## config.mk

```make
export PLATFORM = sky130hd
export DESIGN_NAME = bitmap_font_glyph_layout
export DESIGN_NICKNAME = d
export VERILOG_FILES = /design/src/bfgl_pkg.sv /design/src/bitmap_font_glyph_layout.sv /design/src/bfgl_wtab.sv /design/src/bfgl_div.sv
export SDC_FILE = /design/constraint.sdc
export NUM_CORES = 2
export LEC_CHECK = 0
export BUFFER_PORTS_ARGS = -buffer_cell sky130_fd_sc_hd__buf_2
export CORE_MARGIN = 2
export CORE_UTILIZATION = 60
export DETAILED_ROUTE_END_ITERATION = 8
export PLACE_DENSITY = 0.78
export SETUP_SLACK_MARGIN = 0.3
export SYNTH_ARGS = -nofsm -noshare
export SYNTH_HDL_FRONTEND = slang
export SYNTH_HIERARCHICAL = 1
export SYNTH_SLANG_ARGS = --single-unit
```

## constraint.sdc

```tcl
create_clock -name clk -period 21.5 [get_ports clk]
set_input_delay 2.15 -clock clk [delete_from_list [all_inputs] [get_ports clk]]
set_output_delay 2.15 -clock clk [all_outputs]
set_load 0.01 [all_outputs]
```

## src/bfgl_pkg.sv

```systemverilog
// Shared types and constants for the bitmap font glyph layout block.
`timescale 1ns / 1ps

package bfgl_pkg;

    typedef enum logic [1:0] {
        CMD_LOAD  = 2'd0,
        CMD_START = 2'd1,
        CMD_CHAR  = 2'd2,
        CMD_NONE  = 2'd3
    } cmd_code_t;

    typedef enum logic [1:0] {
        CFG_GLYPH_HEIGHT  = 2'd0,
        CFG_CELL_WIDTH    = 2'd1,
        CFG_SHEET_COLUMNS = 2'd2,
        CFG_FIRST_CODE    = 2'd3
    } cfg_reg_t;

    localparam logic [6:0]  CODE_SPACE      = 7'd32;
    localparam logic [6:0]  CODE_NEWLINE    = 7'd10;
    localparam logic [11:0] SCALE_ONE       = 12'd256;
    localparam logic [7:0]  COLUMNS_RESET   = 8'd1;
    localparam logic [6:0]  FIRST_CODE_RST  = 7'd32;
    localparam logic [2:0]  DIV_LAST_STEP   = 3'd6;

    typedef struct packed {
        logic [1:0]         cmd;
        logic [6:0]         char_code;
        logic [7:0]         width_value;
        logic signed [15:0] start_x;
        logic signed [15:0] start_y;
        logic [11:0]        scale_q4_8;
        logic [31:0]        text_color;
    } cmd_item_t;

    typedef struct packed {
        logic signed [15:0] dest_x;
        logic signed [15:0] dest_y;
        logic [14:0]        src_left;
        logic [14:0]        src_top;
        logic [14:0]        src_right;
        logic [14:0]        src_bottom;
        logic [31:0]        glyph_color;
    } draw_item_t;

    typedef struct packed {
        logic       done;
        logic [6:0] quot;
        logic [7:0] rem;
    } div_res_t;

endpackage

```

## src/bitmap_font_glyph_layout.sv

```systemverilog
// Top level: command sequencer, shared multiplier and cursor state for glyph layout.
`timescale 1ns / 1ps
//
//  channel   direction  handshake              payload
//  cmd       in         cmd_valid / cmd_stall  cmd_item  (bfgl_pkg::cmd_item_t)
//  draw      out        draw_valid/ draw_stall draw_item (bfgl_pkg::draw_item_t)
//  cfg       in         cfg_valid / cfg_ready  cfg_index, cfg_data
//
//  Load, start and unused commands, and characters outside the table, finish in the
//  accept cycle. A newline or a space passes through accept, table read and scale
//  multiply; a drawn glyph goes on through the divider (7 quotient steps and the done
//  flag) for index div/mod columns, two multiplies on the shared 8x12 multiplier and
//  the output load.
//  Reset clears the width table through per-entry valid bits; no clearing pass.
//  A waiting result holds the next glyph at its output load, which stalls new commands.

module bitmap_font_glyph_layout #(
    parameter int TABLE_DEPTH = 128
) (
    input  logic                  clk,
    input  logic                  rst_n,
    input  logic                  cmd_valid,
    output logic                  cmd_stall,
    input  bfgl_pkg::cmd_item_t   cmd_item,
    output logic                  draw_valid,
    input  logic                  draw_stall,
    output bfgl_pkg::draw_item_t  draw_item,
    input  logic                  cfg_valid,
    output logic                  cfg_ready,
    input  logic [1:0]            cfg_index,
    input  logic [7:0]            cfg_data
);
    import bfgl_pkg::*;

    localparam int         AW      = $clog2(TABLE_DEPTH);
    localparam logic [8:0] DEPTH_W = 9'(TABLE_DEPTH);

    typedef enum logic [6:0] {
        S_IDLE = 7'b0000001,
        S_READ = 7'b0000010,
        S_ADV  = 7'b0000100,
        S_DIV  = 7'b0001000,
        S_LEFT = 7'b0010000,
        S_TOP  = 7'b0100000,
        S_OUT  = 7'b1000000
    } state_t;

    state_t      state_reg, state_next;

    logic [7:0]  glyph_height_reg, cell_width_reg, sheet_columns_reg;
    logic [6:0]  first_code_reg;

    logic [15:0] cursor_x_reg, cursor_x_next;
    logic [15:0] cursor_y_reg, cursor_y_next;
    logic [15:0] origin_x_reg, origin_x_next;
    logic [11:0] scale_reg, scale_next;
    logic [31:0] color_reg, color_next;

    logic [6:0]  code_reg, code_next;
    logic [6:0]  idx_reg, idx_next;
    logic        nl_reg, nl_next;
    logic [11:0] adv_reg, adv_next;
    logic [14:0] left_reg, left_next;
    logic [19:0] prod_reg, prod_next;

    logic        out_valid_reg, out_valid_next;
    draw_item_t  out_reg, out_next;

    logic        accept;
    logic [7:0]  idx_diff;
    logic [8:0]  idx9, code9;
    logic        idx_ok, wr_ok;
    logic        tab_wr, tab_rd;
    logic [7:0]  tab_data;
    logic        div_start;
    div_res_t    div_res;
    logic [7:0]  mul_a;
    logic [11:0] mul_b;
    logic [15:0] right_sum, bottom_sum;

    assign accept    = cmd_valid && (state_reg == S_IDLE);
    assign cmd_stall = (state_reg != S_IDLE);
    assign cfg_ready = 1'b1;

    assign idx_diff = {1'b0, cmd_item.char_code} - {1'b0, first_code_reg};
    assign idx9     = {2'b00, idx_diff[6:0]};
    assign code9    = {2'b00, cmd_item.char_code};
    assign idx_ok   = !idx_diff[7] && (idx9 < DEPTH_W);
    assign wr_ok    = code9 < DEPTH_W;

    assign tab_wr = accept && (cmd_item.cmd == CMD_LOAD) && wr_ok;
    assign tab_rd = accept && (cmd_item.cmd == CMD_CHAR) && idx_ok;

    bfgl_wtab #(
        .DEPTH (TABLE_DEPTH)
    ) u_wtab (
        .clk     (clk),
        .rst_n   (rst_n),
        .wr_en   (tab_wr),
        .wr_addr (code9[AW-1:0]),
        .wr_data (cmd_item.width_value),
        .rd_en   (tab_rd),
        .rd_addr (idx9[AW-1:0]),
        .rd_data (tab_data)
    );

    bfgl_div u_div (
        .clk      (clk),
        .rst_n    (rst_n),
        .start    (div_start),
        .dividend (idx_reg),
        .divisor  (sheet_columns_reg),
        .res      (div_res)
    );

    // shared multiplier operand select
    always_comb
    begin
        mul_a = tab_data;
        mul_b = scale_reg;
        unique case (state_reg)
            S_LEFT:
            begin
                mul_a = div_res.rem;
                mul_b = {4'd0, cell_width_reg};
            end
            S_TOP:
            begin
                mul_a = {1'b0, div_res.quot};
                mul_b = {4'd0, glyph_height_reg};
            end
            default:
            begin
                mul_a = nl_reg ? glyph_height_reg : tab_data;
                mul_b = scale_reg;
            end
        endcase
    end

    assign right_sum  = {1'b0, left_reg} + {8'd0, cell_width_reg};
    assign bottom_sum = {1'b0, prod_reg[14:0]} + {8'd0, glyph_height_reg};

    always_comb
    begin
        state_next     = state_reg;
        cursor_x_next  = cursor_x_reg;
        cursor_y_next  = cursor_y_reg;
        origin_x_next  = origin_x_reg;
        scale_next     = scale_reg;
        color_next     = color_reg;
        code_next      = code_reg;
        idx_next       = idx_reg;
        nl_next        = nl_reg;
        adv_next       = adv_reg;
        left_next      = left_reg;
        prod_next      = 20'(mul_a) * 20'(mul_b);
        out_next       = out_reg;
        out_valid_next = out_valid_reg && draw_stall;
        div_start      = 1'b0;

        unique case (state_reg)
            S_IDLE:
            begin
                if (accept)
                begin
                    unique case (cmd_item.cmd)
                        CMD_START:
                        begin
                            cursor_x_next = cmd_item.start_x;
                            origin_x_next = cmd_item.start_x;
                            cursor_y_next = cmd_item.start_y;
                            scale_next    = cmd_item.scale_q4_8;
                            color_next    = cmd_item.text_color;
                        end
                        CMD_CHAR:
                        begin
                            code_next = cmd_item.char_code;
                            idx_next  = idx_diff[6:0];
                            nl_next   = (cmd_item.char_code == CODE_NEWLINE);
                            // drop characters that fall outside the table
                            if (cmd_item.char_code == CODE_NEWLINE || idx_ok)
                            begin
                                state_next = S_READ;
                            end
                        end
                        CMD_LOAD:
                        begin
                        end
                        CMD_NONE:
                        begin
                        end
                    endcase
                end
            end
            S_READ:
            begin
                state_next = S_ADV;
            end
            S_ADV:
            begin
                priority if (nl_reg)
                begin
                    cursor_x_next = origin_x_reg;
                    cursor_y_next = cursor_y_reg + {4'd0, prod_reg[19:8]};
                    state_next    = S_IDLE;
                end
                else if (code_reg == CODE_SPACE)
                begin
                    cursor_x_next = cursor_x_reg + {4'd0, prod_reg[19:8]};
                    state_next    = S_IDLE;
                end
                else
                begin
                    adv_next   = prod_reg[19:8];
                    div_start  = 1'b1;
                    state_next = S_DIV;
                end
            end
            S_DIV:
            begin
                if (div_res.done)
                begin
                    state_next = S_LEFT;
                end
            end
            S_LEFT:
            begin
                state_next = S_TOP;
            end
            S_TOP:
            begin
                left_next  = prod_reg[14:0];
                state_next = S_OUT;
            end
            S_OUT:
            begin
                // hold the row product while the output register is busy
                prod_next = prod_reg;
                // hold until the output register is free
                if (!out_valid_reg || !draw_stall)
                begin
                    out_next.dest_x      = cursor_x_reg;
                    out_next.dest_y      = cursor_y_reg;
                    out_next.src_left    = left_reg;
                    out_next.src_top     = prod_reg[14:0];
                    out_next.src_right   = right_sum[14:0];
                    out_next.src_bottom  = bottom_sum[14:0];
                    out_next.glyph_color = color_reg;
                    out_valid_next       = 1'b1;
                    cursor_x_next        = cursor_x_reg + {4'd0, adv_reg};
                    state_next           = S_IDLE;
                end
            end
            default:
            begin
                state_next = S_IDLE;
            end
        endcase
    end

    always_ff @(posedge clk or negedge rst_n)
    begin
        if (!rst_n)
        begin
            state_reg         <= S_IDLE;
            out_valid_reg     <= 1'b0;
            cursor_x_reg      <= 16'd0;
            cursor_y_reg      <= 16'd0;
            origin_x_reg      <= 16'd0;
            scale_reg         <= SCALE_ONE;
            color_reg         <= 32'd0;
            nl_reg            <= 1'b0;
            glyph_height_reg  <= 8'd0;
            cell_width_reg    <= 8'd0;
            sheet_columns_reg <= COLUMNS_RESET;
            first_code_reg    <= FIRST_CODE_RST;
        end
        else
        begin
            state_reg     <= state_next;
            out_valid_reg <= out_valid_next;
            cursor_x_reg  <= cursor_x_next;
            cursor_y_reg  <= cursor_y_next;
            origin_x_reg  <= origin_x_next;
            scale_reg     <= scale_next;
            color_reg     <= color_next;
            nl_reg        <= nl_next;
            if (cfg_valid)
            begin
                unique case (cfg_index)
                    CFG_GLYPH_HEIGHT:  glyph_height_reg  <= cfg_data;
                    CFG_CELL_WIDTH:    cell_width_reg    <= cfg_data;
                    CFG_SHEET_COLUMNS: sheet_columns_reg <= cfg_data;
                    CFG_FIRST_CODE:    first_code_reg    <= cfg_data[6:0];
                endcase
            end
        end
    end

    always_ff @(posedge clk)
    begin
        code_reg <= code_next;
        idx_reg  <= idx_next;
        adv_reg  <= adv_next;
        left_reg <= left_next;
        prod_reg <= prod_next;
        out_reg  <= out_next;
    end

    assign draw_valid = out_valid_reg;
    assign draw_item  = out_reg;

endmodule

```

## src/bfgl_wtab.sv

```systemverilog
// Advance width table: single-port write, registered read, reset-cleared valid bits.
`timescale 1ns / 1ps

module bfgl_wtab #(
    parameter int DEPTH = 128
) (
    input  logic                     clk,
    input  logic                     rst_n,
    input  logic                     wr_en,
    input  logic [$clog2(DEPTH)-1:0] wr_addr,
    input  logic [7:0]               wr_data,
    input  logic                     rd_en,
    input  logic [$clog2(DEPTH)-1:0] rd_addr,
    output logic [7:0]               rd_data
);
    logic [7:0]       width_mem [DEPTH];
    logic [7:0]       rd_word_reg;
    logic [DEPTH-1:0] vld_reg;
    logic             hit_reg;

    always_ff @(posedge clk)
    begin
        if (wr_en)
        begin
            width_mem[wr_addr] <= wr_data;
        end
        if (rd_en)
        begin
            rd_word_reg <= width_mem[rd_addr];
        end
    end

    always_ff @(posedge clk or negedge rst_n)
    begin
        if (!rst_n)
        begin
            vld_reg <= '0;
            hit_reg <= 1'b0;
        end
        else
        begin
            if (wr_en)
            begin
                vld_reg[wr_addr] <= 1'b1;
            end
            if (rd_en)
            begin
                hit_reg <= vld_reg[rd_addr];
            end
        end
    end

    // never-written entries read as zero
    assign rd_data = hit_reg ? rd_word_reg : 8'd0;

endmodule

```

## src/bfgl_div.sv

```systemverilog
// Restoring divider: glyph index by column count, one quotient bit per cycle.
`timescale 1ns / 1ps

module bfgl_div (
    input  logic                clk,
    input  logic                rst_n,
    input  logic                start,
    input  logic [6:0]          dividend,
    input  logic [7:0]          divisor,
    output bfgl_pkg::div_res_t  res
);
    import bfgl_pkg::*;

    logic [7:0] rem_reg, rem_next;
    logic [6:0] quo_reg, quo_next;
    logic [7:0] dvs_reg, dvs_next;
    logic [2:0] cnt_reg, cnt_next;
    logic       busy_reg, busy_next;
    logic       done_reg, done_next;
    logic [8:0] trial;
    logic [8:0] diff;

    assign trial = {rem_reg, quo_reg[6]};
    assign diff  = trial - {1'b0, dvs_reg};

    always_comb
    begin
        rem_next  = rem_reg;
        quo_next  = quo_reg;
        dvs_next  = dvs_reg;
        cnt_next  = cnt_reg;
        busy_next = busy_reg;
        done_next = 1'b0;
        if (start)
        begin
            rem_next  = 8'd0;
            quo_next  = dividend;
            // treat a zero column count as one
            dvs_next  = (divisor == 8'd0) ? 8'd1 : divisor;
            cnt_next  = 3'd0;
            busy_next = 1'b1;
        end
        else if (busy_reg)
        begin
            if (!diff[8])
            begin
                rem_next = diff[7:0];
                quo_next = {quo_reg[5:0], 1'b1};
            end
            else
            begin
                rem_next = trial[7:0];
                quo_next = {quo_reg[5:0], 1'b0};
            end
            cnt_next = cnt_reg + 3'd1;
            if (cnt_reg == DIV_LAST_STEP)
            begin
                busy_next = 1'b0;
                done_next = 1'b1;
            end
        end
    end

    always_ff @(posedge clk or negedge rst_n)
    begin
        if (!rst_n)
        begin
            cnt_reg  <= 3'd0;
            busy_reg <= 1'b0;
            done_reg <= 1'b0;
        end
        else
        begin
            cnt_reg  <= cnt_next;
            busy_reg <= busy_next;
            done_reg <= done_next;
        end
    end

    always_ff @(posedge clk)
    begin
        rem_reg <= rem_next;
        quo_reg <= quo_next;
        dvs_reg <= dvs_next;
    end

    assign res.done = done_reg;
    assign res.quot = quo_reg;
    assign res.rem  = rem_reg;

endmodule

```

==> summary.md <==
| Metric | Value |
|---|---|
| Sw Ratio | 29.0% |
| CP peak stage delay | 0.95 ns |
| Min Tclk post-route | 7.74 ns |
| Setup crit end kind | register |
| Die H | 330 um |
| Crit path kind | reg -> reg |
| Filler Cells Inserted | approximately 6600 |
| Top_reg_cell synth | edfxtp_1 |
| Most common cell after layout, fill and taps aside | edfxtp_1 |
| Synth Register Bits | 1506 |
| HPWL after detailed placement | 92700 um |
| GR Overflow Total | 0 |
| Port Buffers | 233 |
| FF-to-FF Start | state_reg[2] |
| Wl on met1 | 55600 um |
| Compound-Gate Fraction of Synth Area | 3.71% |
| Vias in the first global route | 35200 |
| Routed wire length per instance | between 20 and 30 um |
| Sink Count | 1506 |
| Final Hold Fails | 0 |
| Via/cell ratio | ~6.4 |
| Critical path depth in cells | 23 |
| All-Layer GR Usage | 27.7% |
| Reg2Reg Setup Slack | 13.76 ns |
| Slowest stage cell, crit path | a221oi_1 |
| Logic pwr share | 24.7% |
| Startpoint types | register |
| Die ar. | 109000 sq um |
| Initial antenna violation count | 6 |
| Layout Nets | 4197 |
| Max Fclk | 0.129 GHz |
| WP buf/inv | 5 |
| Met2 wire len | approximately 75000 um |
| Most area-consuming cells after synthesis | edfxtp_1, mux4_2, dfrtp_1 |
| Drt total wl | 149000 um |
| Post-CTS Setup Bufs | 0 |
| Number of gates resized after CTS | 0 |
| Critical Path Start | state_reg[2] |
| Detailed Routing Iterations Pass 1 | 6 |
| Internal power | 0.00572 W |
| Post-Synth XOR/XNOR Area | 0.990% |
| Die W | ~330 um |
| CTS max path bufs | 3 |
| Post-synth top area cell | edfxtp_1 |
| Root Buffer | clkbuf_16 |
| YS warnings | 6 |
| Top cell type's share of synthesized area | 58.1% |
| CTS Buf Count | 149 |
| Critical Path RT | about 22 ns |
| Crit Path Max Fanout | 28 |
| Most frequent cells in the layout | edfxtp_1, mux4_2, nor2_1, dfrtp_1, buf_2 |
| Final setup skew | 0.0284 ns |
| Iter 0 DRT Violations | 3862 |
| Arrival time worst endpoint | 8.23 ns |
| Worst relative slew slack | 16.8% |
| Status | complete, no violations |
| Met3 wire length | approximately 12000 um |
| Worst Setup EP | prod_reg[18] |
| Simple-gate share of the synthesized area | about 5.8% |
| Synthesized area | 63700 sq um |
| Post-synth EDFFs | 1232 |
| H-tree Lvls | 4 |
| GP Congestion | 0.890 |
| NetSw | ~0.0023 W |
| Row cnt | 119 |
| Cts hold-fix bufs | 0 |
| Max-cap violations | 0 |
| Family with the most delay on the worst path | compound AO/OA/AOI/OAI gates |
| Core area | 105000 sq um |
| Layout cells sized above 1 | 28.1% |
| Worst VDD drop | 0.0758 mV |
| Adder-cell share of the synthesized area | 4.25% |
| Slew at the pin closest to its max-slew limit | 1.24 ns |
| DR vias | 34700 |
| Top Ports | 235 |
| Crit-path cells | nor4_1, nand2_1, nor3_2, buf_4, or2_2, nor2_1, a221oi_1, nor2_1, fa_1, inv_1, fa_1, inv_1, fa_1, inv_1, fa_1, inv_1, ha_1, o21ai_0, a21oi_1, o41ai_1, o31ai_1, o41ai_1, xnor2_1 |
| Clock transition at the registers of the reported paths | approximately 0.06 ns |
| PD cells | 113 nW/um^2 |
| Count of cell types in the netlist | 86 |
| Area delta synth->final | 11.7% |
| Fin Setup TNS | 0 ns |
| Worst skew pair latency | around 0.76 ns |
| Inst Count DP | 5153 |
| Antenna viol nets, final | 0 |
| RSZ-0062 raised after global routing | no |
| Static Leak | ~26 nW |
| Final Cycle Share | between 30 and 40% |
| Final setup viols | 0 |
| FF-to-FF End | prod_reg[18] |
| Largest net degree at the start of global routing | ~100 |
| Synthesized net count | 3911 |
| Initial core utilization | 60.5% |
| Final Non-Filler Cells | between 5000 and 6000 |
| Largest family of logic cells by synthesized area | multiplexers |
| Max reg flops | slightly above 1000 |
| Cells after synthesis | approximately 3600 |
| Clock power frac | 31.5% |
| Sequential area share after synthesis | 68.8% |
| Hold Crit Class | reg -> reg |
| Top sig layer | met5 |
| Syn_area_per_cell | about 18 sq um |
| CTS tree | built |
| First-pass GRT wire length | 222000 um |
| Share of flip-flops with an asynchronous set or reset | 17.7% |
| Mux contribution to synthesized area | 14.5% |
| Worst reg2reg path depth | 23 |
| Seq pwr share | 43.8% |
| Fin. max-slew vios | 0 |
| DRC violations left | 0 |
per-layer routing:
metal	vias to the layer above	global-route usage (%)
met5	-	0
met4	6	11.4
met3	357	5.98
met2	1730	45.9
met1	17900	36.2
li1	14700	-
power by group through the flow:
stage | registers (W) | clock network (W) | logic, W
after floorplan | 0.00351 | 0 | 0.00149
after global placement | 0.00358 | 0 | 0.00192
after detailed placement | 0.00359 | 0 | 0.00196
after CTS | 0.00353 | 0.00258 | 0.00199
after global routing | 0.00355 | 0.00269 | 0.00217
final | 0.00353 | 0.00254 | 0.00199
worst reg2reg max path: stages, from the launching register on:
cell and delay, ns:
dfrtp_1 0.47, nor4_1 0.54, nand2_1 0.36, nor3_2 0.18, buf_4 0.37, or2_2 0.20, nor2_1 0.05, a221oi_1 0.95
nor2_1 0.15, fa_1 0.55, inv_1 0.05, fa_1 0.52, inv_1 0.05, fa_1 0.47, inv_1 0.05, fa_1 0.47
inv_1 0.04, ha_1 0.28, o21ai_0 0.11, a21oi_1 0.09, o41ai_1 0.79, o31ai_1 0.24, o41ai_1 0.39, xnor2_1 0.10
cell usage after synthesis (11+ instances only):
cell type and n:
a31oi_1 11, mux2_2 103, a221oi_1 11, ha_1 109, nor2_1 296, edfxtp_1 1232
clkbuf_1 75, nand3_1 31, a21o_1 24, dfrtp_1 262, nor3_1 26, nor4_1 16
mux2i_1 29, o21ai_0 71, buf_1 25, inv_1 135, or2_2 149, a21oi_1 73
xnor2_1 48, nand3b_1 13, o22ai_1 43, nor2b_1 16, mux4_2 346, nand2b_1 24
o21a_1 14, buf_2 32, and2_1 15, xor2_1 24, buf_6 12, nand2_1 114
a211oi_1 16, o31ai_1 11, fa_1 67
worst min-delay path by stage:
stage	start	endpoint	slack [ns]	cells past startpoint
after floorplan	color_reg[0]	draw_item[0]	0.42	0
after global placement	color_reg[6]	draw_item[6]	0.42	0
after detailed placement	color_reg[29]	draw_item[29]	0.43	0
after CTS	color_reg[25]	draw_item[25]	0.44	0
after global routing	color_reg[17]	draw_item[17]	0.45	0
final	color_reg[25]	draw_item[25]	0.44	0
per-stage QoR:
step	utilization, %	hold slack, ns	instance area (sq um)	setup WS [ns]	total power, W
finish	67.6	0.441	71200	13.76	0.00806
global route	67.6	0.451	71200	13.37	0.00840
CTS	67.6	0.438	71200	13.87	0.00810
detailed placement	63.1	0.433	66400	13.89	0.00555
global placement	63.1	0.424	66400	13.96	0.00549
floorplan	-	0.419	63700	12.64	0.00500
layout make-up:
type	instances	area [sq um]	area share, %
flip-flops and latches	1506	43800	61.6
multi-input cells	1834	18700	26.3
clock buffers	209	4120	5.78
well taps	1391	1740	2.45
repair buffers	286	1610	2.26
clock inverters	64	659	0.927
inverters	136	528	0.742
diodes	4	10.0	0.0141
cell families after synthesis:
logic type | count (synthesis)
compound gates | 356
mux | 479
xor+xnor | 72
simple gates | 750
flops | 1506
fa+ha+maj | 176
other cells | 1
buf+inv | 287
Note: power is estimated with default switching activity, not from simulation.
